$ cat src/rtl/core/ldags_pkg.sv
// Shared types, sizes and helpers for the LDA Gibbs topic sampler.
// Used by every module of the block; depends on nothing.
package ldags_pkg;

  localparam int VOCABULARY = 4096;
  localparam int TOPICS     = 16;
  localparam int MAX_WORDS  = 64;

  localparam int WORD_W   = $clog2(VOCABULARY);
  localparam int TOPIC_W  = $clog2(TOPICS);
  localparam int POS_W    = $clog2(MAX_WORDS);
  localparam int CNT_W    = 7;
  localparam int MODEL_W  = 24;
  localparam int TOTAL_W  = 32;
  localparam int FIX_W    = 24;
  localparam int FRAC     = 16;
  localparam int WT_W     = 32;
  localparam int THETA_W  = 16;
  // (n+s)<<16 plus beta, and (T+d)<<16 plus V*beta
  localparam int NUM_W    = MODEL_W + 1 + FRAC + 1;
  localparam int DEN_W    = TOTAL_W + 1 + FRAC + 1;
  localparam int DFAC_W   = FIX_W + 1;
  localparam int PROD_W   = WT_W + DFAC_W;

  localparam logic [CNT_W-1:0] CNT_MAX = {CNT_W{1'b1}};

  typedef enum logic [2:0] {
    KIND_LOAD_COUNT = 3'd0,
    KIND_LOAD_TOTAL = 3'd1,
    KIND_ADD        = 3'd2,
    KIND_RESAMPLE   = 3'd3,
    KIND_THETA      = 3'd4,
    KIND_CLEAR      = 3'd5
  } kind_t;

  typedef struct packed {
    logic [2:0]         kind;
    logic [11:0]        word_id;
    logic [5:0]         local_word;
    logic [5:0]         position;
    logic [3:0]         topic;
    logic [31:0]        count;
    logic [15:0]        random_u;
  } in_item_t;

  typedef struct packed {
    logic [3:0]         new_topic;
    logic [15:0]        theta_q16;
    logic               is_theta;
  } out_item_t;

  typedef logic [TOPICS-1:0][CNT_W-1:0] row_t;

  typedef struct packed {
    logic [TOPIC_W-1:0] topic;
    logic [WORD_W-1:0]  word;
    logic [POS_W-1:0]   loc;
  } pos_ent_t;

  typedef enum logic [4:0] {
    S_IDLE,
    S_DISPATCH,
    S_ADD_WR,
    S_RS_ROW,
    S_RS_DEC,
    S_RS_RD,
    S_RS_DIV,
    S_RS_WAIT,
    S_RS_MUL,
    S_RS_ACC,
    S_RS_THR,
    S_RS_SCAN,
    S_RS_ADD,
    S_TH_WAIT,
    S_RESULT
  } state_t;

  typedef struct packed {
    logic capture;
    logic load_model;
    logic load_total;
    logic clear;
    logic rd_row_item;
    logic add_word;
    logic rd_pos;
    logic rd_row_pos;
    logic dec_old;
    logic rd_model;
    logic div_word;
    logic div_theta;
    logic mul;
    logic acc;
    logic thr;
    logic scan;
    logic add_new;
    logic out_load;
  } dp_cmd_t;

  typedef struct packed {
    logic [2:0] kind;
    logic       div_done;
    logic       last_topic;
    logic       scan_hit;
  } dp_sts_t;

  function automatic logic [CNT_W-1:0] cnt_inc(input logic [CNT_W-1:0] v);
    return (v == CNT_MAX) ? v : v + 1'b1;
  endfunction

  function automatic logic [CNT_W-1:0] cnt_dec(input logic [CNT_W-1:0] v);
    return (v == '0) ? v : v - 1'b1;
  endfunction

endpackage

$ cat src/rtl/core/ldags_ctrl.sv
// Sequencer for the sampler: steps each item's operations and owns the handshakes.
// Depends on ldags_pkg; commands ldags_dp.
module ldags_ctrl
  import ldags_pkg::*;
(
  input  logic    clk,
  input  logic    rst_n,
  input  logic    in_valid,
  output logic    in_ready,
  output logic    out_valid,
  input  logic    out_ready,
  input  dp_sts_t sts,
  output dp_cmd_t cmd
);

  state_t state_r, state_nxt;
  logic   out_valid_r, out_valid_nxt;

  always_ff @(posedge clk) begin
    if (!rst_n) begin
      state_r     <= S_IDLE;
      out_valid_r <= 1'b0;
    end else begin
      state_r     <= state_nxt;
      out_valid_r <= out_valid_nxt;
    end
  end

  always_comb begin
    state_nxt     = state_r;
    cmd           = '0;
    in_ready      = 1'b0;
    out_valid_nxt = out_valid_r & ~out_ready;
    unique case (state_r)
      S_IDLE: begin
        in_ready    = 1'b1;
        cmd.capture = in_valid;
        if (in_valid) state_nxt = S_DISPATCH;
      end
      S_DISPATCH: begin
        state_nxt = S_IDLE;
        unique case (sts.kind)
          KIND_LOAD_COUNT: cmd.load_model = 1'b1;
          KIND_LOAD_TOTAL: cmd.load_total = 1'b1;
          KIND_ADD: begin
            cmd.rd_row_item = 1'b1;
            state_nxt       = S_ADD_WR;
          end
          KIND_RESAMPLE: begin
            cmd.rd_pos = 1'b1;
            state_nxt  = S_RS_ROW;
          end
          KIND_THETA: begin
            cmd.div_theta = 1'b1;
            state_nxt     = S_TH_WAIT;
          end
          KIND_CLEAR: cmd.clear = 1'b1;
          default: state_nxt = S_IDLE;
        endcase
      end
      S_ADD_WR: begin
        cmd.add_word = 1'b1;
        state_nxt    = S_IDLE;
      end
      S_RS_ROW: begin
        cmd.rd_row_pos = 1'b1;
        state_nxt      = S_RS_DEC;
      end
      S_RS_DEC: begin
        cmd.dec_old = 1'b1;
        state_nxt   = S_RS_RD;
      end
      S_RS_RD: begin
        cmd.rd_model = 1'b1;
        state_nxt    = S_RS_DIV;
      end
      S_RS_DIV: begin
        cmd.div_word = 1'b1;
        state_nxt    = S_RS_WAIT;
      end
      S_RS_WAIT: begin
        if (sts.div_done) state_nxt = S_RS_MUL;
      end
      S_RS_MUL: begin
        cmd.mul   = 1'b1;
        state_nxt = S_RS_ACC;
      end
      S_RS_ACC: begin
        cmd.acc   = 1'b1;
        state_nxt = sts.last_topic ? S_RS_THR : S_RS_RD;
      end
      S_RS_THR: begin
        cmd.thr   = 1'b1;
        state_nxt = S_RS_SCAN;
      end
      S_RS_SCAN: begin
        cmd.scan = 1'b1;
        if (sts.scan_hit) state_nxt = S_RS_ADD;
      end
      S_RS_ADD: begin
        cmd.add_new = 1'b1;
        state_nxt   = S_RESULT;
      end
      S_TH_WAIT: begin
        if (sts.div_done) state_nxt = S_RESULT;
      end
      S_RESULT: begin
        // hold until the output register is free
        if (!out_valid_r || out_ready) begin
          cmd.out_load  = 1'b1;
          out_valid_nxt = 1'b1;
          state_nxt     = S_IDLE;
        end
      end
      default: state_nxt = S_IDLE;
    endcase
  end

  assign out_valid = out_valid_r;

endmodule

$ cat config.mk
export PLATFORM = sky130hd
export DESIGN_NAME = ldags_ctrl
export DESIGN_NICKNAME = d
export VERILOG_FILES = /design/src/rtl/core/ldags_pkg.sv /design/src/rtl/core/ldags_ctrl.sv
export SDC_FILE = /design/constraint.sdc
export NUM_CORES = 1
export LEC_CHECK = 0
export BUFFER_PORTS_ARGS = -buffer_cell sky130_fd_sc_hd__buf_2
export CAP_MARGIN = 20
export CORE_UTILIZATION = 45
export CTS_BUF_LIST = sky130_fd_sc_hd__clkbuf_4 sky130_fd_sc_hd__clkbuf_8
export CTS_CLUSTER_SIZE = 8
export DETAILED_ROUTE_END_ITERATION = 16
export GPL_TIMING_DRIVEN = 0
export MAX_ROUTING_LAYER = met4
export PLACE_DENSITY_LB_ADDON = 0.12
export SLEW_MARGIN = 20
export SYNTH_ARGS = -nofsm -noshare
export SYNTH_HDL_FRONTEND = slang
export SYNTH_SLANG_ARGS = --single-unit
export TNS_END_PERCENT = 50
$ cat constraint.sdc
create_clock -name clk -period 2.2 [get_ports clk]
set_input_delay 0.11 -clock clk [delete_from_list [all_inputs] [get_ports clk]]
set_output_delay 0.11 -clock clk [all_outputs]
set_load 0.02 [all_outputs]
==> results.toml <==
[outcome]
status = "finished, final reports clean"

[pwr]
p_leak_nw = 0.386
switchingPower_mw = 0.117
combPwrFrac_pct = 37.4
clkPwrFrac_pct = 34.1
p_sw_share_pct = 33.6
p_total_mw = 0.347
pwr-share-seq_pct = 28.4
power_density_nw_per_um2 = 438
peakVddDrop_uv = 244
intPower_mw = 0.230

[finish]
drive_gt1_share_pct = 39.3
final_area_sq_um = 792
final_core_utilization_pct = 67.6
antenna_cells = 0
final_nets = 128
area_delta_synth_final_pct = 32.2
stdcell_count = 131

[synthesis]
synth_area_leaders = "dfxtp_1 17%, nor2_1 6.9%, o21ai_0 5.0%, nand2_1 5.0%, and4bb_1 4.2%"
synth_area_per_cell_sq_um = 7.13
synth_seq_cells = 5
synth_edf_count = 0
synth_seq_area_share_pct = 16.7
synth_common_cells = "11 x nor2_1, 8 x nand2_1, 6 x o21ai_0"
yosysWarnings = 0
yosys_most_used_dff = "dfxtp_1"
syn_area_sq_um = 599
yosysTopAreaCell = "dfxtp_1"
yosysMostFrequentCell = "nor2_1"
postSynthCellCount = 84
ys_types = 39
synth_nets = 94
synth_top_area_share_pct = 16.7
async_flop_share_pct = 0

[sta]
finalSetupTns_ns = 0
clock_skew_ns = 0.00436
worst_slack_ns = 0.249
period_needed_ns = 1.95
hold_violations = 0
maxSlewHeadroom_pct = 73.5
whs_ns = 0.167
finalSetupViolations = 0
timing.final.crit_share_pct = 88.7
max_freq_mhz = 513
slew_viol_final = 0
tightest_slew_ns = 0.398
rsz0062_at_grt = "no"

[worst_setup_path]
slowest_stage = "or4_1"
critPathArrivalTime_ns = 1.84
start_kind = "flip-flop"
worstPathRequired_ns = 2.09
end_kind = "output pin"
path_cells = "buf_2, nand2b_1, or4_1, nor2_1, buf_2"
cp_common_cell = "buf_2"
crit_type = "flip-flop to output pin"
crit_path_max_incr_delay_ns = 0.53
r2r_cells = 6
crit_path_max_fanout = 10

[floorplanning]
rows = 12
ios = 30
core_sq_um = 1170
start_util_pct = 51.2
die_y_um = 38.5
fp.dieArea_sq_um = 1480
die_w_um = 38.5

[detailed_routing]
wl_per_cell_um = 11.1
totalWireLength_um = 1450
drc_errors = 0
vias_per_cell = 5.36
drt_iter0_drc = 16
vias = 702
first_pass_iters = 4
ant_nets = 0

[clock_tree]
cts_tree = "built"
clk_latency_ns = 0.24
cts_sinks = 5
cts.path.max_buffers = 2
cts_setup_buffers = 0
cts_made_buffers = 3
cts_max_level = 1
cts_resized = 0
clockRootBuffer = "clkbuf_4"
path_clk_slew_ns = 0.04
cts_hold_buffers = 0

[grt]
grt_pass1_wl_um = 2410
grt_max_degree = 11
grt_pass1_vias = 578
overflow = 0
grt_usage_pct = 24.0
antenna_found_initial = 0

[placed_design]
hpwl_um = 1120
gp_congestion = 0.782
portBuffers = 29
dpl.cell_count = 127
preCtsSetupSlack_ns = 0.527
place_area_sq_um = 762

[flow_run]
maxCapViolations = 0

[min_path]
holdPathStages = 2
hold_path.class = "primary input to flip-flop"
==> cells by family after synthesis <==
| logic type | count (synthesis) | share of synthesized area, % |
|---|---|---|
| buffers and inverters | 10 | 10.6 |
| AND/OR/NAND/NOR | 48 | 46.6 |
| XOR/XNOR | 1 | 1.46 |
| flip-flops | 5 | 16.7 |
| multiplexers | 2 | 3.55 |
| AO/OA/AOI/OAI | 18 | 21.1 |
==> state kept, by name, indices dropped and copies added (netlist names) <==
name,count
out_valid,1
state_r,4
==> power by group through the flow <==
stage	Sequential [mW]	Combinational (mW)	Clock, mW
2_1_floorplan	0.0995	0.0923	0
3_3_place_gp	0.100	0.129	0
3_5_place_dp	0.100	0.130	0
4_1_cts	0.0987	0.130	0.123
5_1_grt	0.0987	0.143	0.130
6_report	0.0987	0.130	0.118
==> worst paths after layout <==
path,start,end,slack [ns]
worst max-delay path,state_r[3]$_SDFFE_PN0P_,cmd[11],0.25
worst min-delay path,rst_n,state_r[2]$_SDFFE_PN0P_,0.17
worst min register to register,out_valid$_SDFF_PN0_,out_valid$_SDFF_PN0_,0.58
worst max register to register,state_r[0]$_SDFFE_PN0P_,state_r[3]$_SDFFE_PN0P_,0.58
==> cells in the final DEF, fill, tap and decap left out, types with 3 or more instances in the layout <==
cell / instances
o21ai_0: 6
nor3_1: 5
clkbuf_4: 4
nand2_1: 8
buf_2: 30
inv_1: 3
nand2b_1: 4
nor2_1: 11
dfxtp_1: 5
or4_1: 3
==> worst max-delay path: cells and delay by family (launching register included) <==
family | cells | cell delay, ns
DFF | 1 | 0.35
and+or+nand+nor | 3 | 0.89
buffers and inverters | 2 | 0.36
==> metal layers <==
metal	track usage, %	part of all wire (%)
met5	-	0
met4	12.9	1.2
met3	3.49	2.1
met2	39.6	49
met1	27.7	47
==> area by class of cell <==
class                           instances  area (sq um)
Inverter                                3          11.3
Timing Repair Buffer                   29           145
Buffer                                  7          52.6
Multi-Input combinational cell         69           435
Tap cell                               14          17.5
Sequential cell                         5           100
Clock buffer                            4          30.0
Fill cell                             124           379
Note: power is estimated with default switching activity, not from simulation.
